File: src/hdl/dpb_pkg.sv
// Package for the depth-to-point back-projection block.
// Holds the widths, register codes, reset values and payload structs.
// No dependencies; every other file of the block uses it.
`default_nettype none

package dpb_pkg;

	localparam int MAX_DIM    = 4096;
	localparam int CNT_W      = $clog2(MAX_DIM);
	localparam int DIM_W      = CNT_W + 1;
	localparam int DEPTH_W    = 16;
	localparam int COLOR_W    = 8;
	localparam int FOCAL_W    = 25;
	localparam int COORD_W    = 32;
	localparam int FRAC_SHIFT = 20;
	localparam int PROD1_W    = CNT_W + DEPTH_W;
	localparam int PROD2_W    = PROD1_W + FOCAL_W;
	localparam int QMAG_W     = PROD2_W - FRAC_SHIFT;

	// queue depths, powers of two
	localparam int CMD_DEPTH  = 4;
	localparam int OUT_DEPTH  = 8;
	localparam int OUT_CNT_W  = $clog2(OUT_DEPTH + 1);

	localparam int CFG_IDX_W  = 2;

	typedef logic [DIM_W-1:0]           dim_t;
	typedef logic [CNT_W-1:0]           cnt_t;
	typedef logic signed [CNT_W:0]      off_t;
	typedef logic [FOCAL_W-1:0]         focal_t;
	typedef logic [PROD1_W-1:0]         prod1_t;
	typedef logic [PROD2_W-1:0]         prod2_t;
	typedef logic [QMAG_W-1:0]          qmag_t;
	typedef logic signed [COORD_W-1:0]  coord_t;
	typedef logic [CFG_IDX_W-1:0]       cfg_idx_t;
	typedef logic [OUT_CNT_W-1:0]       out_cnt_t;

	localparam cfg_idx_t CFG_IMAGE_WIDTH  = 2'd0;
	localparam cfg_idx_t CFG_IMAGE_HEIGHT = 2'd1;
	localparam cfg_idx_t CFG_INV_FOCAL    = 2'd2;

	localparam dim_t   RST_IMAGE_WIDTH  = 13'd640;
	localparam dim_t   RST_IMAGE_HEIGHT = 13'd480;
	localparam focal_t RST_INV_FOCAL    = 25'd31957;

	localparam qmag_t  COORD_LIMIT = 33'd2147450880;
	localparam prod2_t ROUND_ADD   = prod2_t'((64'd1 << FRAC_SHIFT) - 64'd1);

	typedef struct packed {
		logic [DEPTH_W-1:0] depth_mm;
		logic [COLOR_W-1:0] blue_in;
		logic [COLOR_W-1:0] green_in;
		logic [COLOR_W-1:0] red_in;
	} pixel_t;

	// fields that ride along the arithmetic unchanged
	typedef struct packed {
		logic [DEPTH_W-1:0] point_z;
		logic               point_valid;
		logic [COLOR_W-1:0] blue_out;
		logic [COLOR_W-1:0] green_out;
		logic [COLOR_W-1:0] red_out;
		logic               frame_last;
	} attr_t;

	typedef struct packed {
		off_t  offset_x;
		off_t  offset_y;
		attr_t attr;
	} cmd_t;

	typedef struct packed {
		coord_t             point_x;
		coord_t             point_y;
		logic [DEPTH_W-1:0] point_z;
		logic               point_valid;
		logic [COLOR_W-1:0] blue_out;
		logic [COLOR_W-1:0] green_out;
		logic [COLOR_W-1:0] red_out;
		logic               frame_last;
	} point_t;

endpackage

`default_nettype wire

File: src/hdl/dpb_cmd_queue.sv
// Command queue between front and back end.
// Register-based FIFO of dpb_pkg::cmd_t, depth dpb_pkg::CMD_DEPTH.
// Depends on dpb_pkg.
`default_nettype none

module dpb_cmd_queue (
	input  logic          clk,
	input  logic          arst_n,
	input  logic          push,
	input  dpb_pkg::cmd_t push_data,
	output logic          full,
	input  logic          pop,
	output logic          empty,
	output dpb_pkg::cmd_t head
);

	localparam int PTR_W = $clog2(dpb_pkg::CMD_DEPTH);
	localparam int CNT_W = $clog2(dpb_pkg::CMD_DEPTH + 1);

	dpb_pkg::cmd_t    entries_q [dpb_pkg::CMD_DEPTH];
	logic [PTR_W-1:0] wr_ptr_q, rd_ptr_q;
	logic [CNT_W-1:0] count_q;
	logic             do_push, do_pop;

	assign full    = (count_q == CNT_W'(dpb_pkg::CMD_DEPTH));
	assign empty   = (count_q == '0);
	assign do_push = push & ~full;
	assign do_pop  = pop & ~empty;
	assign head    = entries_q[rd_ptr_q];

	always_ff @(posedge clk or negedge arst_n) begin
		if (!arst_n) begin
			wr_ptr_q <= '0;
			rd_ptr_q <= '0;
			count_q  <= '0;
		end else begin
			if (do_push) begin
				wr_ptr_q <= wr_ptr_q + PTR_W'(1);
			end
			if (do_pop) begin
				rd_ptr_q <= rd_ptr_q + PTR_W'(1);
			end
			if (do_push && !do_pop) begin
				count_q <= count_q + CNT_W'(1);
			end else if (do_pop && !do_push) begin
				count_q <= count_q - CNT_W'(1);
			end
		end
	end

	always_ff @(posedge clk) begin
		if (do_push) begin
			entries_q[wr_ptr_q] <= push_data;
		end
	end

endmodule

`default_nettype wire

File: config.mk
export PLATFORM = sky130hd
export DESIGN_NAME = dpb_cmd_queue
export DESIGN_NICKNAME = d
export VERILOG_FILES = /design/src/hdl/dpb_pkg.sv /design/src/hdl/dpb_cmd_queue.sv
export SDC_FILE = /design/constraint.sdc
export NUM_CORES = 1
export LEC_CHECK = 0
export ABC_CLOCK_PERIOD_IN_PS = 3900
export BUFFER_PORTS_ARGS = -buffer_cell sky130_fd_sc_hd__buf_4
export CORE_MARGIN = 3
export CORE_UTILIZATION = 35
export CTS_CLUSTER_DIAMETER = 40
export CTS_CLUSTER_SIZE = 14
export DETAILED_ROUTE_END_ITERATION = 10
export HOLD_SLACK_MARGIN = 0.1
export SKIP_CTS_REPAIR_TIMING = 1
export SLEW_MARGIN = 0
export SYNTH_ARGS = -nofsm -noshare
export SYNTH_HDL_FRONTEND = slang
export SYNTH_SLANG_ARGS = --single-unit
File: constraint.sdc
create_clock -name clk -period 3.9 [get_ports clk]
set_clock_uncertainty 0.2 [all_clocks]
set_input_delay 0.39 -clock clk [delete_from_list [all_inputs] [get_ports clk]]
set_output_delay 0.39 -clock clk [all_outputs]
set_load 0.05 [all_outputs]
==> metrics.txt <==
outcome completed; global-route wire length before repair between 30000 and 40000 um; total CTS buffers 38; Period minus WS final 3.12 ns; M1 wire length about 8300 um; setup TNS 0 ns; clk sinks approximately 280; Max Freq 321 MHz; uppermost layer routed met5; Cell Area, Synth 10300 um2; Clock transition at path regs 0.06 ns; Power per Cell Area slightly below 900 nW/um2; largest net degree at the start of global routing 70; I/O Buffers 141; CP Capture Type output port; Yosys top cell area share 79.2%; Synth Net Count between 400 and 500; share of post-route cells with drive strength above 1 between 40% and 50%; antenna violations before repair 2; Synth Instances a little under 400; Final Hold Viols 0; Die Area roughly 32000 um2; Starting Density a little over a third; drc violations 0; met3 wire length 1220 um; reg2reg setup slack 1.31 ns; CP Data Required Time 3.31 ns; final wirelength 20100 um; GP Congestion 0.698; Die Wd roughly 180 um; crit path max fanout 30; vias slightly below 5000; # Max-Cap Violations 0; clk root buf clkbuf_16; register area share after synthesis 80.9%; Worst-Margin Slew 1.08 ns; Critical Path Start Type flip-flop; fin crit share 79.9%; Buf/Inv on CP 2; core area 28900 um2; crit path kind reg2out; DIE HEIGHT 178 um; DR iter-0 viols 242; num ports between 100 and 150; Lkg Pwr slightly below 5 nW; synth top area cells edfxtp_1, mux4_2, dfrtp_1, buf_12, ha_1; CP cell instances buf_4 > mux4_2 > buf_4; Most common cell on crit path buf_4; CTS max path bufs 3; DR pass1 iterations 4; gr ovfl total 0; TritonCTS clock tree built; Worst Hold Class in2reg; Arrival @ worst endpoint 2.53 ns; max_slew headroom around 28%; Avg Cell Area, Syn 26.3 um2; Wirelength per Cell 19.2 um; maximum VDD drop 552 uV; Yosys cell types 21; DPL Wire Length 12000 um; RSZ-0062 raised after global routing false; Yosys top cell by area edfxtp_1; DR WL met2 10100 um; Critical-path top delay cell dfrtp_4; Std-Cell Rows just over 60; critical path's largest stage delay between 0.8 and 0.9 ns; H-tree depth 2; remaining antenna violation count 0; nets@finish approximately 700; Setup violations, final 0; FF+latch count, synth 279; total track usage about an eighth; Final Util 47.9%; vias in the first global route 5193; worst skew pair latency 0.50 ns; yosys warns 0; area grow syn2layout 34.1%; fin. max-slew vios 0; DR vias/cell 4.64; crit-path leading delay family flip-flops
==> placed cells by master (no fill, tap or decap), drive strengths merged <==
cell type / instances
bufinv: 4
dlygate4sd3: 71
nand2: 1
fa: 1
nand3: 1
nor3b: 1
diode: 1
nor2: 1
ha: 5
mux2: 2
and2: 4
xor2: 2
buf: 150
clkinv: 8
or3: 1
clkbuf: 45
clkinvlp: 1
xnor2: 4
dfrtp: 7
inv: 14
edfxtp: 272
nor2b: 1
mux4: 68
==> sequential cells by signal, summed over array words and instances (netlist names) <==
name,cells
wr_ptr_q,2
entries_q,272
count_q,3
rd_ptr_q,2
==> path summary, 6_finish.rpt <==
| check | cells past startpoint | start | endpoint |
|---|---|---|---|
| min | 3 | push | wr_ptr_q[0] |
| max in group asynchronous | 3 | arst_n | rd_ptr_q[0] |
| max reg2reg | 4 | count_q[2] | entries_q[2][42] |
| min in group asynchronous | 3 | arst_n | count_q[2] |
| min reg2reg | 1 | count_q[2] | count_q[2] |
| max | 3 | rd_ptr_q[0] | head[17] |
==> report_power, final <==
group	internal (mW)	total, mW	switching, mW
clock network	2.23	3.54	1.31
registers	3.97	4.36	0.391
logic	1.60	4.34	2.74
==> worst register-to-register path: stages (launching register included) <==
cell and delay (ns):
dfrtp_1 0.40, nor3b_2 0.17, nor2b_1 0.45, and2_4 0.63
buf_4 0.41
==> per-stage QoR <==
| step | setup slack [ns] | area, um2 | instances | power, mW | hold slack [ns] |
|---|---|---|---|---|---|
| final | 0.783 | 13800 | 1049 | 12.2 | 0.197 |
| after global routing | 0.564 | 13800 | 1049 | 12.8 | 0.220 |
| after CTS | 0.672 | 13100 | 977 | 12.4 | -0.532 |
| after detailed placement | 1.22 | 11800 | 909 | 8.81 | 0.00897 |
| after global placement | 1.26 | 11800 | 909 | 8.71 | 0.00673 |
| after floorplan | 0.726 | 10300 | 392 | 7.60 | -0.106 |
==> cell usage after synthesis <==
cell,instances
fa_1,1
nand3_1,1
xnor2_1,4
nand2_1,1
buf_12,7
mux2_4,1
inv_1,4
buf_4,1
dfrtp_1,7
ha_1,5
nor2b_1,1
nor2_1,1
buf_6,1
edfxtp_1,272
mux2_2,1
buf_2,8
or3_1,1
and2_1,4
nor3b_2,1
xor2_1,2
mux4_2,68
==> area by class of cell <==
class,count,area [um2]
clock buffer,45,1040
antenna,1,2.50
sequential,279,8350
multi-input combinational,92,1770
fill,2406,15000
tap,384,480
inverter,4,15.0
clock inverter,23,300
timing repair buffer,221,1870
==> kinds of logic after synthesis <==
group         count (synthesis)  synth area share, %
buf+inv                      21                 2.07
mux                          70                 15.1
flops                       279                 80.9
simple gates                 10                0.607
xor+xnor                      6                0.510
fa+ha+maj                     6                0.801
==> per-layer routing <==
metal | global-route usage (%) | vias up
met3 | 4.19 | 35
met2 | 20.9 | 137
met1 | 15.8 | 2515
met4 | 3.73 | 2
li1 | - | 2174
met5 | 0 | -
Power figures use the tool's default switching activity.
