File: src/hdl/dpb_pkg.sv
// Package for the depth-to-point back-projection block.
// Holds the widths, register codes, reset values and payload structs.
// No dependencies; every other file of the block uses it.
`default_nettype none

package dpb_pkg;

	localparam int MAX_DIM    = 4096;
	localparam int CNT_W      = $clog2(MAX_DIM);
	localparam int DIM_W      = CNT_W + 1;
	localparam int DEPTH_W    = 16;
	localparam int COLOR_W    = 8;
	localparam int FOCAL_W    = 25;
	localparam int COORD_W    = 32;
	localparam int FRAC_SHIFT = 20;
	localparam int PROD1_W    = CNT_W + DEPTH_W;
	localparam int PROD2_W    = PROD1_W + FOCAL_W;
	localparam int QMAG_W     = PROD2_W - FRAC_SHIFT;

	// queue depths, powers of two
	localparam int CMD_DEPTH  = 4;
	localparam int OUT_DEPTH  = 8;
	localparam int OUT_CNT_W  = $clog2(OUT_DEPTH + 1);

	localparam int CFG_IDX_W  = 2;

	typedef logic [DIM_W-1:0]           dim_t;
	typedef logic [CNT_W-1:0]           cnt_t;
	typedef logic signed [CNT_W:0]      off_t;
	typedef logic [FOCAL_W-1:0]         focal_t;
	typedef logic [PROD1_W-1:0]         prod1_t;
	typedef logic [PROD2_W-1:0]         prod2_t;
	typedef logic [QMAG_W-1:0]          qmag_t;
	typedef logic signed [COORD_W-1:0]  coord_t;
	typedef logic [CFG_IDX_W-1:0]       cfg_idx_t;
	typedef logic [OUT_CNT_W-1:0]       out_cnt_t;

	localparam cfg_idx_t CFG_IMAGE_WIDTH  = 2'd0;
	localparam cfg_idx_t CFG_IMAGE_HEIGHT = 2'd1;
	localparam cfg_idx_t CFG_INV_FOCAL    = 2'd2;

	localparam dim_t   RST_IMAGE_WIDTH  = 13'd640;
	localparam dim_t   RST_IMAGE_HEIGHT = 13'd480;
	localparam focal_t RST_INV_FOCAL    = 25'd31957;

	localparam qmag_t  COORD_LIMIT = 33'd2147450880;
	localparam prod2_t ROUND_ADD   = prod2_t'((64'd1 << FRAC_SHIFT) - 64'd1);

	typedef struct packed {
		logic [DEPTH_W-1:0] depth_mm;
		logic [COLOR_W-1:0] blue_in;
		logic [COLOR_W-1:0] green_in;
		logic [COLOR_W-1:0] red_in;
	} pixel_t;

	// fields that ride along the arithmetic unchanged
	typedef struct packed {
		logic [DEPTH_W-1:0] point_z;
		logic               point_valid;
		logic [COLOR_W-1:0] blue_out;
		logic [COLOR_W-1:0] green_out;
		logic [COLOR_W-1:0] red_out;
		logic               frame_last;
	} attr_t;

	typedef struct packed {
		off_t  offset_x;
		off_t  offset_y;
		attr_t attr;
	} cmd_t;

	typedef struct packed {
		coord_t             point_x;
		coord_t             point_y;
		logic [DEPTH_W-1:0] point_z;
		logic               point_valid;
		logic [COLOR_W-1:0] blue_out;
		logic [COLOR_W-1:0] green_out;
		logic [COLOR_W-1:0] red_out;
		logic               frame_last;
	} point_t;

endpackage

`default_nettype wire

File: src/hdl/dpb_back.sv
// Back end: three-stage projection pipeline for X and Y.
// Stage 1 offset*depth, stage 2 times inverse focal, stage 3 shift and saturate.
// Depends on dpb_pkg.
`default_nettype none

module dpb_back (
	input  logic              clk,
	input  logic              arst_n,
	input  logic              cmd_avail,
	input  dpb_pkg::cmd_t     cmd,
	output logic              cmd_pop,
	input  dpb_pkg::focal_t   inv_focal,
	input  dpb_pkg::out_cnt_t out_count,
	output logic              out_push,
	output dpb_pkg::point_t   out_data
);

	function automatic dpb_pkg::coord_t project(dpb_pkg::prod2_t p, logic neg);
		dpb_pkg::prod2_t adj;
		dpb_pkg::qmag_t  q;
		dpb_pkg::qmag_t  qs;
		dpb_pkg::qmag_t  qn;
		adj = neg ? p + dpb_pkg::ROUND_ADD : p;
		q   = adj[dpb_pkg::PROD2_W-1:dpb_pkg::FRAC_SHIFT];
		qs  = (q > dpb_pkg::COORD_LIMIT) ? dpb_pkg::COORD_LIMIT : q;
		qn  = -qs;
		return neg ? dpb_pkg::coord_t'(qn[dpb_pkg::COORD_W-1:0])
			: dpb_pkg::coord_t'(qs[dpb_pkg::COORD_W-1:0]);
	endfunction

	localparam int SUM_W = dpb_pkg::OUT_CNT_W + 1;

	logic              v_s1, v_s2, v_s3;
	dpb_pkg::prod1_t   px_s1, py_s1;
	dpb_pkg::prod2_t   px_s2, py_s2;
	dpb_pkg::coord_t   x_s3, y_s3;
	logic              nx_s1, ny_s1, nx_s2, ny_s2;
	dpb_pkg::attr_t    attr_s1, attr_s2, attr_s3;
	dpb_pkg::off_t     abs_x, abs_y;
	logic [SUM_W-1:0]  committed;

	// results in flight plus results queued must leave room in the output queue
	always_comb begin
		committed = SUM_W'(out_count) + SUM_W'(v_s1) + SUM_W'(v_s2) + SUM_W'(v_s3);
		cmd_pop   = cmd_avail && (committed < SUM_W'(dpb_pkg::OUT_DEPTH));
		abs_x     = cmd.offset_x[dpb_pkg::CNT_W] ? -cmd.offset_x : cmd.offset_x;
		abs_y     = cmd.offset_y[dpb_pkg::CNT_W] ? -cmd.offset_y : cmd.offset_y;
	end

	always_ff @(posedge clk or negedge arst_n) begin
		if (!arst_n) begin
			v_s1 <= 1'b0;
			v_s2 <= 1'b0;
			v_s3 <= 1'b0;
		end else begin
			v_s1 <= cmd_pop;
			v_s2 <= v_s1;
			v_s3 <= v_s2;
		end
	end

	always_ff @(posedge clk) begin
		px_s1   <= dpb_pkg::prod1_t'(abs_x[dpb_pkg::CNT_W-1:0])
			* dpb_pkg::prod1_t'(cmd.attr.point_z);
		py_s1   <= dpb_pkg::prod1_t'(abs_y[dpb_pkg::CNT_W-1:0])
			* dpb_pkg::prod1_t'(cmd.attr.point_z);
		nx_s1   <= cmd.offset_x[dpb_pkg::CNT_W];
		ny_s1   <= cmd.offset_y[dpb_pkg::CNT_W];
		attr_s1 <= cmd.attr;

		px_s2   <= dpb_pkg::prod2_t'(px_s1) * dpb_pkg::prod2_t'(inv_focal);
		py_s2   <= dpb_pkg::prod2_t'(py_s1) * dpb_pkg::prod2_t'(inv_focal);
		nx_s2   <= nx_s1;
		ny_s2   <= ny_s1;
		attr_s2 <= attr_s1;

		x_s3    <= project(px_s2, nx_s2);
		y_s3    <= project(py_s2, ny_s2);
		attr_s3 <= attr_s2;
	end

	always_comb begin
		out_push             = v_s3;
		out_data.point_x     = x_s3;
		out_data.point_y     = y_s3;
		out_data.point_z     = attr_s3.point_z;
		out_data.point_valid = attr_s3.point_valid;
		out_data.blue_out    = attr_s3.blue_out;
		out_data.green_out   = attr_s3.green_out;
		out_data.red_out     = attr_s3.red_out;
		out_data.frame_last  = attr_s3.frame_last;
	end

endmodule

`default_nettype wire

File: config.mk
export PLATFORM = sky130hd
export DESIGN_NAME = dpb_back
export DESIGN_NICKNAME = d
export VERILOG_FILES = /design/src/hdl/dpb_pkg.sv /design/src/hdl/dpb_back.sv
export SDC_FILE = /design/constraint.sdc
export NUM_CORES = 2
export LEC_CHECK = 0
export ABC_AREA = 0
export BUFFER_PORTS_ARGS = -buffer_cell sky130_fd_sc_hd__clkbuf_2
export CORE_ASPECT_RATIO = 0.5
export CORE_UTILIZATION = 50
export CTS_CLUSTER_SIZE = 16
export DETAILED_ROUTE_END_ITERATION = 10
export GPL_ROUTABILITY_DRIVEN = 0
export HOLD_SLACK_MARGIN = 0.1
export PLACE_DENSITY = 0.7
export RECOVER_POWER = 50
export SYNTH_ARGS = -nofsm -noshare
export SYNTH_HDL_FRONTEND = slang
export SYNTH_SLANG_ARGS = --single-unit
File: constraint.sdc
create_clock -name clk -period 7.9 [get_ports clk]
set_clock_uncertainty 0.1 [all_clocks]
set_input_delay 0.395 -clock clk [delete_from_list [all_inputs] [get_ports clk]]
set_output_delay 0.395 -clock clk [all_outputs]
set_load 0.005 [all_outputs]
==> results.txt <==
The fmax is around 130 MHz. The normalized max-slew margin came out at -0.128. The number of unique standard cell types used by synthesis came out at 89.

Of the cells placed in the final design, the portion with a size suffix greater than 1 is 0.0735. The tightest min-delay check is of the input port to flip-flop type. The die is approximately 260 um tall. The number of antenna violations at the first check in global routing came out at 9. In this run the cell area measured after placement is between 70000 and 80000 um2. The startpoint identified for the worst register-to-register timing path is px_s1[9]. The post-CTS clock slew at the launch and capture registers of the worst setup and hold paths came out at ~0.08 ns. The number of optimization iterations in the first detailed-route pass is 5. In the layout the commonest cells are sky130_fd_sc_hd__inv_1 (1684), sky130_fd_sc_hd__fa_1 (1473), sky130_fd_sc_hd__nand2_1 (1003).

The arrival time at the worst endpoint is roughly 8 ns. The net count of the finished layout came out at between 9000 and 10000. The final reports fail on max-capacitance violations, max-slew violations. Across all hold checks on the routed design, the worst slack comes to 0.206 ns. The post-route clock period utilization is 0.969. The number of synthesized register bits came out at between 300 and 400. For the worst setup path, the data required time is 8.32 ns. The start-to-end type of the worst setup path is flip-flop to flip-flop.

Ranked by total cell area, the synthesized netlist is headed by sky130_fd_sc_hd__fa_1 (43%), sky130_fd_sc_hd__dfxtp_1 (10%), sky130_fd_sc_hd__ha_1 (9.8%), sky130_fd_sc_hd__inv_1 (9.2%), sky130_fd_sc_hd__and2_1 (7.8%). The total routing usage reported by global routing came out at 0.254. The first global-routing pass estimated 282000 um of wire. The most critical setup path has its endpoint at px_s2[50]. The actual slew at the worst max-slew pin came out at between 1.5 and 2 ns.

For this run, the leading register cell type out of synthesis is sky130_fd_sc_hd__dfxtp_1. The final critical path time including I/O delays and setup came out at 7.65 ns. The peak fanout along the critical path is 15. The routed wirelength normalized by instance count is around 18 um. The average cell area after synthesis is roughly 9.1 um2. The DRC violation count after routing is 0. The proportion of netlist area held by the largest area contributor came out at 0.428. The final hold violation count came to 0.

The number of warnings printed during yosys synthesis came out at 0. The post-route cell area came out at about 75000 um2. Once detail routing completed, the nets flagged for antenna violations numbered 0. The number of sinks on the clock net is about 360. The worst register-to-register path has a setup slack of around 0.25 ns. The HPWL after detailed placement is around 140000 um. The number of input and output port buffers inserted came out at 207.

Across the run, the number of max-cap violations was 6. The sum of routed wire length over all layers is between 150000 and 200000 um. The floorplan step set the die width to 527 um. The latest clock arrival within the worst-skew pair is approximately 0.66 ns. The aggregate global routing overflow came out at 0. The die covers around 140000 um2.

The cell at the root of the clock tree is sky130_fd_sc_hd__clkbuf_16. The via count of the first global-routing pass was 52500. The number of rows in the core area is 95.

The most common cell after layout, fill and taps aside is sky130_fd_sc_hd__inv_1. The biggest area contributor in the post-synthesis netlist is sky130_fd_sc_hd__fa_1. The worst setup path is launched from a flip-flop. Of the synthesized area, sequential elements account for 0.104. After floorplanning, the core was sized to cover 136000 um2.

The count of cells along the worst register-to-register path is 24. The starting density of the core came out at 0.509. The gate count after technology mapping came out at 7591. Using the TritonRoute via totals, the vias-per-cell ratio works out to between 5 and 6.

The mapped netlist covers 69000 um2. The maximum number of pins on one net before global-route repair came out at 52. For this block, the initial DRC count from the detailed router was between 3000 and 4000. Post-CTS timing repair inserted 0 buffers for setup. The synthesized design contains 0 enable-type register cells.

The flow ran to the end, but the final reports show violations. The total number of vias came out at roughly 50000. STA classifies the critical path endpoint as a flip-flop.

The setup total negative slack is 0 ns. The deepest clock path buffer count is 3. The endpoint of the most critical register-to-register path is px_s2[50]. In this run, CTS created clock tree buffers numbering 40. In this run the worst setup path begins at px_s1[9]. TritonCTS built the clock tree.

The synthesized net count is roughly 9700. The layout overhead on the synthesized area is 8.71%. Counting flops with an async set or reset pin after synthesis yields a share of 0.00836. The H-tree was split into 2 levels. Counting instances, the worst hold path has a depth of 3. Setup violations remaining at the end of the flow were counted as 0. The number of slew-limit violations in the final report is between 70 and 80. The count of boundary I/O pins came out at around 210.
## logic make-up (layout without fill, tap and decap cells)
logic type,after synthesis,after routing,share of synthesized area
buffers and inverters,2044,2264,0.112
DFF,359,359,0.104
other,0,1,0
AOI/OAI and AO/OA,523,523,0.0504
muxes,13,13,0.00216
adders and majority gates,2014,2014,0.526
and+or+nand+nor,2394,2394,0.175
xor gates and xnor gates,244,244,0.0310
## sequential cells by signal, indices dropped and copies added (netlist names)
signal	cells
px_s2	53
py_s2	53
attr_s1	42
attr_s2	42
out_data	42
x_s3	32
y_s3	32
px_s1	28
py_s1	28
nx_s1	1
nx_s2	1
ny_s1	1
ny_s2	1
out_push	1
v_s1	1
v_s2	1
## through the flow
step	std cells	util	setup slack, ns
2_1_floorplan	7591	-	0.108
6_report	9655	0.553	0.247
5_1_grt	9654	0.553	-0.0529
3_3_place_gp	9548	0.540	0.0838
3_5_place_dp	9548	0.540	0.0245
4_1_cts	9654	0.553	0.0670
## timing repair
action,4_1_cts,5_1_grt
gates resized for setup,0,34
setup endpoints to repair,0,17
endpoints found under the hold margin,33,0
hold buffers,33,0
## critical path, cell delays in order, from the launching register on
cell	delay, ns
sky130_fd_sc_hd__dfxtp_1	0.61
sky130_fd_sc_hd__buf_4	0.32
sky130_fd_sc_hd__nand2_1	0.10
sky130_fd_sc_hd__fa_1	0.49
sky130_fd_sc_hd__fa_1	0.54
sky130_fd_sc_hd__inv_1	0.05
sky130_fd_sc_hd__fa_1	0.49
sky130_fd_sc_hd__inv_1	0.05
sky130_fd_sc_hd__fa_1	0.53
sky130_fd_sc_hd__inv_1	0.05
sky130_fd_sc_hd__fa_1	0.48
sky130_fd_sc_hd__fa_1	0.51
sky130_fd_sc_hd__fa_1	0.41
sky130_fd_sc_hd__ha_1	0.33
sky130_fd_sc_hd__and2_1	0.16
sky130_fd_sc_hd__a41oi_1	0.28
sky130_fd_sc_hd__o211ai_1	0.23
sky130_fd_sc_hd__and3_1	0.25
sky130_fd_sc_hd__o31a_1	0.35
sky130_fd_sc_hd__o31a_1	0.28
sky130_fd_sc_hd__o22ai_1	0.23
sky130_fd_sc_hd__nor3_1	0.12
sky130_fd_sc_hd__nor4_1	0.26
sky130_fd_sc_hd__o21bai_1	0.11
sky130_fd_sc_hd__xor2_1	0.15
## layout make-up
| cell class | instances | area (um2) |
|---|---|---|
| flip-flops and latches | 359 | 7240 |
| well taps | 1843 | 2310 |
| multi-input cells | 5188 | 54100 |
| repair buffers | 505 | 3530 |
| inverters | 1686 | 6330 |
| diodes | 1 | 2.50 |
| clock buffers | 46 | 1080 |
| fillers | 12100 | 60600 |
| clock inverters | 27 | 388 |
## layer usage
layer / vias up / routed length [um] / global-route usage
li1: 22800 / - / -
met1: 25600 / 77000 / 0.372
met2: 1728 / 74700 / 0.390
met3: 188 / 16200 / 0.0585
met4: 10 / 2530 / 0.0415
met5: - / 66 / 0
## synthesized netlist by cell type (5+ instances only)
cell type	n
sky130_fd_sc_hd__inv_1	1684
sky130_fd_sc_hd__fa_1	1473
sky130_fd_sc_hd__nand2_1	1003
sky130_fd_sc_hd__and2_1	864
sky130_fd_sc_hd__ha_1	541
sky130_fd_sc_hd__dfxtp_1	356
sky130_fd_sc_hd__clkbuf_1	336
sky130_fd_sc_hd__xnor2_1	164
sky130_fd_sc_hd__nor2_1	162
sky130_fd_sc_hd__a21oi_1	131
sky130_fd_sc_hd__o21ai_0	99
sky130_fd_sc_hd__xor2_1	80
sky130_fd_sc_hd__a21o_1	68
sky130_fd_sc_hd__nand3_1	66
sky130_fd_sc_hd__nor2b_1	50
sky130_fd_sc_hd__nor3_1	49
sky130_fd_sc_hd__nand2b_1	35
sky130_fd_sc_hd__o21a_1	32
sky130_fd_sc_hd__and3_1	26
sky130_fd_sc_hd__or2_2	26
sky130_fd_sc_hd__o21bai_1	25
sky130_fd_sc_hd__nor4_1	23
sky130_fd_sc_hd__nand4_1	22
sky130_fd_sc_hd__or3_1	18
sky130_fd_sc_hd__o211ai_1	17
sky130_fd_sc_hd__a211oi_1	16
sky130_fd_sc_hd__o31ai_1	15
sky130_fd_sc_hd__and4_1	11
sky130_fd_sc_hd__buf_2	11
sky130_fd_sc_hd__o22ai_1	11
sky130_fd_sc_hd__o21ai_1	10
sky130_fd_sc_hd__o31a_1	10
sky130_fd_sc_hd__a211o_1	8
sky130_fd_sc_hd__a31oi_1	8
sky130_fd_sc_hd__buf_1	8
sky130_fd_sc_hd__or4_1	8
sky130_fd_sc_hd__mux2i_1	7
sky130_fd_sc_hd__a311oi_1	6
sky130_fd_sc_hd__o41ai_1	6
sky130_fd_sc_hd__a31o_2	5
sky130_fd_sc_hd__mux2_2	5
sky130_fd_sc_hd__nor3b_1	5
sky130_fd_sc_hd__o2111ai_1	5
## worst min-delay path by stage
stage	start	endpoint	slack (ns)
6_report	cmd[42]	py_s1[0]	0.21
5_1_grt	cmd[42]	py_s1[0]	0.19
4_1_cts	cmd[42]	py_s1[0]	0.15
3_5_place_dp	arst_n	out_push	0.1
3_3_place_gp	arst_n	out_push	0.09
2_1_floorplan	arst_n	out_push	-0.0006
Power is not shown: default switching activity piles up to over one toggle a cycle in this logic, so the estimate is an artifact.
