<file path="config.mk">
export PLATFORM = sky130hd
export DESIGN_NAME = dpb_front
export DESIGN_NICKNAME = d
export VERILOG_FILES = /design/src/hdl/dpb_pkg.sv /design/src/hdl/dpb_front.sv
export SDC_FILE = /design/constraint.sdc
export NUM_CORES = 1
export LEC_CHECK = 0
export ABC_AREA = 1
export BUFFER_PORTS_ARGS = -buffer_cell sky130_fd_sc_hd__buf_2
export CORE_AREA = 2 2 104 106
export CTS_BUF_LIST = sky130_fd_sc_hd__clkbuf_8
export CTS_CLUSTER_SIZE = 14
export DETAILED_ROUTE_END_ITERATION = 6
export DIE_AREA = 0 0 106 108
export MAX_ROUTING_LAYER = met4
export PLACE_DENSITY = 0.78
export SLEW_MARGIN = 10
export SYNTH_ARGS = -nofsm -noshare
export SYNTH_HDL_FRONTEND = slang
export SYNTH_SLANG_ARGS = --single-unit
</file>
<file path="constraint.sdc">
create_clock -name clk -period 6.99 [get_ports clk]
set_clock_uncertainty 0.1 [all_clocks]
set_input_delay 0.699 -clock clk [delete_from_list [all_inputs] [get_ports clk]]
set_output_delay 0.699 -clock clk [all_outputs]
set_load 0.01 [all_outputs]
</file>
<file path="src/hdl/dpb_pkg.sv">
// Package for the depth-to-point back-projection block.
// Holds the widths, register codes, reset values and payload structs.
// No dependencies; every other file of the block uses it.
`default_nettype none

package dpb_pkg;

	localparam int MAX_DIM    = 4096;
	localparam int CNT_W      = $clog2(MAX_DIM);
	localparam int DIM_W      = CNT_W + 1;
	localparam int DEPTH_W    = 16;
	localparam int COLOR_W    = 8;
	localparam int FOCAL_W    = 25;
	localparam int COORD_W    = 32;
	localparam int FRAC_SHIFT = 20;
	localparam int PROD1_W    = CNT_W + DEPTH_W;
	localparam int PROD2_W    = PROD1_W + FOCAL_W;
	localparam int QMAG_W     = PROD2_W - FRAC_SHIFT;

	// queue depths, powers of two
	localparam int CMD_DEPTH  = 4;
	localparam int OUT_DEPTH  = 8;
	localparam int OUT_CNT_W  = $clog2(OUT_DEPTH + 1);

	localparam int CFG_IDX_W  = 2;

	typedef logic [DIM_W-1:0]           dim_t;
	typedef logic [CNT_W-1:0]           cnt_t;
	typedef logic signed [CNT_W:0]      off_t;
	typedef logic [FOCAL_W-1:0]         focal_t;
	typedef logic [PROD1_W-1:0]         prod1_t;
	typedef logic [PROD2_W-1:0]         prod2_t;
	typedef logic [QMAG_W-1:0]          qmag_t;
	typedef logic signed [COORD_W-1:0]  coord_t;
	typedef logic [CFG_IDX_W-1:0]       cfg_idx_t;
	typedef logic [OUT_CNT_W-1:0]       out_cnt_t;

	localparam cfg_idx_t CFG_IMAGE_WIDTH  = 2'd0;
	localparam cfg_idx_t CFG_IMAGE_HEIGHT = 2'd1;
	localparam cfg_idx_t CFG_INV_FOCAL    = 2'd2;

	localparam dim_t   RST_IMAGE_WIDTH  = 13'd640;
	localparam dim_t   RST_IMAGE_HEIGHT = 13'd480;
	localparam focal_t RST_INV_FOCAL    = 25'd31957;

	localparam qmag_t  COORD_LIMIT = 33'd2147450880;
	localparam prod2_t ROUND_ADD   = prod2_t'((64'd1 << FRAC_SHIFT) - 64'd1);

	typedef struct packed {
		logic [DEPTH_W-1:0] depth_mm;
		logic [COLOR_W-1:0] blue_in;
		logic [COLOR_W-1:0] green_in;
		logic [COLOR_W-1:0] red_in;
	} pixel_t;

	// fields that ride along the arithmetic unchanged
	typedef struct packed {
		logic [DEPTH_W-1:0] point_z;
		logic               point_valid;
		logic [COLOR_W-1:0] blue_out;
		logic [COLOR_W-1:0] green_out;
		logic [COLOR_W-1:0] red_out;
		logic               frame_last;
	} attr_t;

	typedef struct packed {
		off_t  offset_x;
		off_t  offset_y;
		attr_t attr;
	} cmd_t;

	typedef struct packed {
		coord_t             point_x;
		coord_t             point_y;
		logic [DEPTH_W-1:0] point_z;
		logic               point_valid;
		logic [COLOR_W-1:0] blue_out;
		logic [COLOR_W-1:0] green_out;
		logic [COLOR_W-1:0] red_out;
		logic               frame_last;
	} point_t;

endpackage

`default_nettype wire

</file>
<file path="src/hdl/dpb_front.sv">
// Front end: raster position counters and pixel classification.
// Turns each accepted pixel into a command for the back end.
// Depends on dpb_pkg.
`default_nettype none

module dpb_front (
	input  logic            clk,
	input  logic            arst_n,
	input  logic            accept,
	input  dpb_pkg::pixel_t pixel,
	input  dpb_pkg::dim_t   image_width,
	input  dpb_pkg::dim_t   image_height,
	output dpb_pkg::cmd_t   cmd
);

	dpb_pkg::cnt_t col_q, row_q;
	dpb_pkg::dim_t w, h;
	dpb_pkg::cnt_t w_last, h_last, col_eff, row_eff;
	logic          col_end, row_end, depth_nz;

	always_comb begin
		if (image_width == '0) begin
			w = dpb_pkg::dim_t'(1);
		end else if (image_width > dpb_pkg::dim_t'(dpb_pkg::MAX_DIM)) begin
			w = dpb_pkg::dim_t'(dpb_pkg::MAX_DIM);
		end else begin
			w = image_width;
		end
		if (image_height == '0) begin
			h = dpb_pkg::dim_t'(1);
		end else if (image_height > dpb_pkg::dim_t'(dpb_pkg::MAX_DIM)) begin
			h = dpb_pkg::dim_t'(dpb_pkg::MAX_DIM);
		end else begin
			h = image_height;
		end
		w_last  = dpb_pkg::cnt_t'(w - dpb_pkg::dim_t'(1));
		h_last  = dpb_pkg::cnt_t'(h - dpb_pkg::dim_t'(1));
		// counters past the end (dimension lowered mid-frame) sit at the end
		col_eff = (col_q > w_last) ? w_last : col_q;
		row_eff = (row_q > h_last) ? h_last : row_q;
		col_end = (col_eff == w_last);
		row_end = (row_eff == h_last);
	end

	always_comb begin
		depth_nz = (pixel.depth_mm != '0);
		cmd.offset_x = dpb_pkg::off_t'({1'b0, col_eff})
			- dpb_pkg::off_t'({1'b0, w[dpb_pkg::DIM_W-1:1]});
		cmd.offset_y = dpb_pkg::off_t'({1'b0, row_eff})
			- dpb_pkg::off_t'({1'b0, h[dpb_pkg::DIM_W-1:1]});
		cmd.attr.point_z     = pixel.depth_mm;
		cmd.attr.point_valid = depth_nz;
		cmd.attr.blue_out    = depth_nz ? pixel.blue_in  : '0;
		cmd.attr.green_out   = depth_nz ? pixel.green_in : '0;
		cmd.attr.red_out     = depth_nz ? pixel.red_in   : '0;
		cmd.attr.frame_last  = col_end & row_end;
	end

	always_ff @(posedge clk or negedge arst_n) begin
		if (!arst_n) begin
			col_q <= '0;
			row_q <= '0;
		end else if (accept) begin
			if (col_end) begin
				col_q <= '0;
				row_q <= row_end ? '0 : row_eff + dpb_pkg::cnt_t'(1);
			end else begin
				col_q <= col_eff + dpb_pkg::cnt_t'(1);
				row_q <= row_eff;
			end
		end
	end

endmodule

`default_nettype wire

</file>
==> flow_summary.json, run 1 <==
{
  "syn2layout_area_growth_pct": 16.6,
  "netlist_area_sq_um": 4780,
  "setup_violations": 0,
  "drc": 0,
  "finalNonFillerCells": 1043,
  "max_freq_mhz": 155,
  "synth-edff-count": 0,
  "n_antenna_cell": 0,
  "power_density_nw_per_um2": 431,
  "htreeDepth": 1,
  "fillerInstances": 1057,
  "fin_ws_ps": 527,
  "outcome": "finished, final reports clean",
  "relSlewSlack_pct": 53.0,
  "die_x_um": 106,
  "clk_latency_ps": 270,
  "core_sq_um": 10200,
  "p_leak_nw": 3.26,
  "fin_util_pct": 54.5,
  "hold_viol": 0,
  "drtIter0Drc": 393,
  "cp_common_cell": "nand2_1",
  "drv_slew": 0,
  "num_rows": 37,
  "yosysSeqAreaShare_pct": 12.6,
  "period_needed_ps": 6460,
  "post-route-period-util_pct": 92.5,
  "grt_pass1_vias": 4483,
  "cts_tree": "yes",
  "dp_slack_ps": 212,
  "num_vias": 5316,
  "syn_inst": 791,
  "clk_pin_slew_ps": 90,
  "antenna_found_initial": 0,
  "tightest_slew_ps": 705,
  "cp-end-kind": "output pin",
  "arrival_ps": 5660,
  "drt-vias-per-instance": 5.10,
  "required_ps": 6190,
  "place_area_sq_um": 5460,
  "dp.cells": 1037,
  "async_flop_share_pct": 100,
  "start_util_pct": 46.7,
  "yosys_warnings": 0,
  "chipHeight_um": 108,
  "maxCapViolations": 0,
  "synth-main-ff-cell": "dfrtp_1",
  "synth-seq-cells": 24,
  "hold_ws_ps": 314,
  "critical_path_class": "input port to output pin",
  "cts_buffers": 3,
  "wirelength_mm": 12.2,
  "clock_sinks": 24,
  "hold_class": "input port to async pin",
  "grt_usage_pct": 21.5,
  "grt_overflow": 0,
  "numPortBuffers": 136,
  "dr.pass1.iters": 7,
  "synth_cell_types": 44,
  "cts_hold_buf": 0,
  "die_area_sq_um": 11400,
  "grt_max_degree": 33,
  "grt_pass1_wl_mm": 19.9,
  "io_pins": 137,
  "ir_worst_vdd_mv": 0.301,
  "avgSynthCellArea_sq_um": 6.04,
  "clockRootBuffer": "clkbuf_8",
  "crit_path_top_delay_cell": "fa_1",
  "nets": 1031,
  "crit_path_max_incr_delay_ps": 410,
  "crit_fanout": 20,
  "place_hpwl_mm": 10.2,
  "fin_area_sq_um": 5570,
  "synth_nets": 913,
  "setup_tns_ps": 0,
  "clockBufferDepth": 2,
  "final_antenna_net_count": 0,
  "gp_congestion": 0.903,
  "rsz0062_at_grt": "no",
  "layout-drive-gt1-share_pct": 21.9,
  "start_kind": "input port",
  "wl_per_cell_um": 11.7,
  "p_total_mw": 2.40
}
-- sequential cells by signal, summed over array words and instances, names as in the netlist --
signal  count
row_q      12
col_q      12
-- Yosys cell counts (3+ instances only) --
cell        n  share of area (%)
nand2_1   174                 14
inv_1     142                 11
nor2_1     90                7.1
nand3_1    71                7.4
ha_1       51                 13
a21oi_1    38                4.0
xor2_1     34                6.2
o21ai_0    26                2.7
dfrtp_1    24                 13
buf_4      17                2.7
nand2_2    15                2.0
o21bai_1   11                1.7
nand4_1     9                1.2
o22ai_1     8                1.0
nand3b_1    6               0.94
inv_2       5               0.39
nand3_2     5                1.0
nor2_4      5                1.2
nor4_1      5               0.65
xnor2_1     5               0.92
buf_6       4               0.94
clkbuf_1    4               0.31
nand2_4     4               0.94
nor2_2      4               0.52
o21ai_1     4               0.42
and2_1      3               0.39
buf_1       3               0.24
buf_2       3               0.31
nor3_1      3               0.31
-- kinds of logic (layout without fill, tap and decap cells) --
logic type	count (synthesis)	in the layout	synth area share (%)
and+or+nand+nor	397	397	38.0
buffers and inverters	178	294	16.0
AOI/OAI and AO/OA	100	100	12.1
adders and majority gates	53	53	14.2
xor gates and xnor gates	39	39	7.14
DFF	24	24	12.6
-- cell usage in the layout (no fill, tap or decap), drive strengths merged, types with 2 or more instances in the layout --
master,count
nand4,10
nand3b,7
clkbuf,3
fa,2
o211ai,2
and2,3
nand3,76
nor3,4
buf,144
ha,51
dfrtp,24
o21ai,31
o22ai,8
xor2,34
inv,146
nand2,193
o21bai,11
o32ai,2
nor4,5
xnor2,5
nor2,99
a21oi,39
-- layer usage --
| metal | GRT usage, % | part of all wire (%) | up-vias |
|---|---|---|---|
| met2 | 35.3 | 44 | 205 |
| li1 | - | - | 2744 |
| met4 | 4.14 | 1.2 | 0 |
| met1 | 29.6 | 48 | 2354 |
| met3 | 1.51 | 6.9 | 13 |
| met5 | - | 0 | - |
-- report_power, final --
part,total (mW),internal [mW],switching [mW],leakage [nW]
sequential,0.256,0.198,0.0587,0.309
combinational,2.06,0.808,1.25,2.93
clock,0.0856,0.0387,0.0469,0.0216
-- what timing repair did --
action                                  in CTS  in global routing
buffers inserted                             0                  3
endpoints found under the setup margin       0                  6
gates resized for setup                      0                 19
-- final timing paths --
path	from	end	slack, ps	cells past startpoint
min in group clk	row_q[11]	row_q[11]	500	2
hold / removal	arst_n	row_q[11]	310	1
setup / recovery	image_width[8]	cmd[67]	530	38
setup reg to reg	col_q[1]	col_q[10]	3300	22
hold reg to reg	row_q[11]	row_q[11]	500	2
max in group asynchronous	arst_n	col_q[0]	6090	1
-- cell type report --
type,instances,area (sq um),area share [%]
inverter,147,557,9.99
timing repair buffer,144,741,13.3
clock buffer,3,41.3,0.741
sequential,24,601,10.8
multi-input combinational,589,3460,62.2
tap,136,170,3.05
-- critical path, delay by kind of cell --
kind            cells  cell delay [ps]
buf+inv             9              780
fa+ha+maj           4             1020
compound gates      8             1130
simple gates       17             2020
Power figures use the tool's default switching activity.
==> run 2: changes to the inputs <==
--- a/config.mk
+++ b/config.mk
@@ -7,13 +7,13 @@
 export LEC_CHECK = 0
 export ABC_AREA = 1
 export BUFFER_PORTS_ARGS = -buffer_cell sky130_fd_sc_hd__buf_2
-export CORE_AREA = 2 2 104 106
+export CORE_AREA = 2 2 86 129
 export CTS_BUF_LIST = sky130_fd_sc_hd__clkbuf_8
 export CTS_CLUSTER_SIZE = 14
 export DETAILED_ROUTE_END_ITERATION = 6
-export DIE_AREA = 0 0 106 108
+export DIE_AREA = 0 0 88 131
 export MAX_ROUTING_LAYER = met4
-export PLACE_DENSITY = 0.78
+export PLACE_DENSITY = 0.77
 export SLEW_MARGIN = 10
 export SYNTH_ARGS = -nofsm -noshare
 export SYNTH_HDL_FRONTEND = slang
==> flow_summary.json, run 2 (same netlist as run 1, synthesis figures left out) <==
{
  "hold_viol": 0,
  "finalNonFillerCells": 1050,
  "numPortBuffers": 136,
  "cts_buffers": 3,
  "crit_path_max_incr_delay_ps": 390,
  "clock_sinks": 24,
  "start_kind": "input port",
  "cts_hold_buf": 0,
  "core_sq_um": 10400,
  "clk_latency_ps": 270,
  "clk_pin_slew_ps": 80,
  "die_x_um": 88,
  "clockBufferDepth": 2,
  "final_antenna_net_count": 0,
  "drtIter0Drc": 152,
  "cp_common_cell": "inv_1",
  "grt_overflow": 0,
  "clockRootBuffer": "clkbuf_8",
  "dr.pass1.iters": 5,
  "start_util_pct": 45.9,
  "maxCapViolations": 0,
  "required_ps": 6190,
  "hold_ws_ps": 310,
  "nets": 1030,
  "htreeDepth": 1,
  "cts_tree": "yes",
  "p_leak_nw": 3.26,
  "place_hpwl_mm": 10.4,
  "syn2layout_area_growth_pct": 16.8,
  "grt_usage_pct": 21.4,
  "critical_path_class": "input port to output pin",
  "crit_fanout": 24,
  "grt_max_degree": 33,
  "n_antenna_cell": 0,
  "num_vias": 5138,
  "wirelength_mm": 12.4,
  "drc": 0,
  "hold_class": "input port to async pin",
  "antenna_found_initial": 0,
  "relSlewSlack_pct": 57.4,
  "dp_slack_ps": 348,
  "crit_path_top_delay_cell": "fa_1",
  "io_pins": 137,
  "wl_per_cell_um": 11.8,
  "post-route-period-util_pct": 91.4,
  "power_density_nw_per_um2": 423,
  "period_needed_ps": 6390,
  "setup_violations": 0,
  "max_freq_mhz": 156,
  "drv_slew": 0,
  "dp.cells": 1045,
  "setup_tns_ps": 0,
  "fillerInstances": 1102,
  "ir_worst_vdd_mv": 0.323,
  "grt_pass1_wl_mm": 19.6,
  "fin_ws_ps": 598,
  "drt-vias-per-instance": 4.89,
  "cp-end-kind": "output pin",
  "gp_congestion": 0.944,
  "tightest_slew_ps": 638,
  "arrival_ps": 5590,
  "rsz0062_at_grt": "no",
  "outcome": "finished, final reports clean",
  "final_common_cell": "nand2_1",
  "reg_top3": "col_q x12, row_q x12",
  "num_rows": 46,
  "mostFrequentLayoutCells": "nand2_1 (173), inv_1 (141), buf_2 (136)",
  "die_area_sq_um": 11500,
  "grt_pass1_vias": 4618,
  "layout-drive-gt1-share_pct": 21.9,
  "chipHeight_um": 131
}
-- run 2: path summary, 6_finish.rpt --
check	from	cells after the start	end	slack, ps
max	image_height[7]	43	cmd[54]	600
min	arst_n	1	row_q[3]	310
max reg2reg	col_q[11]	21	col_q[10]	3400
min reg2reg	row_q[9]	2	row_q[9]	490
max in group asynchronous	arst_n	1	col_q[10]	6110
min in group clk	row_q[9]	2	row_q[9]	490
-- run 2: area by class of cell --
cell class | count | area, sq um | area share, %
multi-input cells | 589 | 3480 | 62.3
repair buffers | 143 | 733 | 13.1
flip-flops and latches | 24 | 601 | 10.8
inverters | 147 | 552 | 9.88
well taps | 144 | 180 | 3.23
clock buffers | 3 | 41.3 | 0.740
-- run 2: metrics by stage --
stage	total power, mW	area [sq um]	utilization (%)
2_1_floorplan	1.71	4780	-
3_3_place_gp	2.22	5470	52.5
3_5_place_dp	2.24	5470	52.5
4_1_cts	2.33	5510	52.9
5_1_grt	2.65	5580	53.6
6_report	2.36	5580	53.6
-- run 2: power breakdown --
part | switching (mW) | internal (mW)
clock network | 0.0423 | 0.0386
logic | 1.23 | 0.798
registers | 0.0581 | 0.198
-- run 2: worst max-delay path: cells and delay by family --
kind,cells,cell delay (ps)
and+or+nand+nor,21,2100
adders and majority gates,4,1020
buffers and inverters,11,850
AOI/OAI and AO/OA,6,730
xor gates and xnor gates,1,180
-- run 2: layer usage --
metal  global-route usage (%)  vias to the layer above  part of all wire [%]
li1                         -                     2730                     -
met1                     23.5                     2285                    41
met2                     39.1                       98                    53
met3                     1.01                       25                   2.6
met4                     9.59                        0                   3.7
met5                        -                        -                     0
-- run 2: repair_timing --
item	in CTS	in global routing
resized for setup	0	14
setup buffers	0	2
endpoints found under the setup margin	0	5
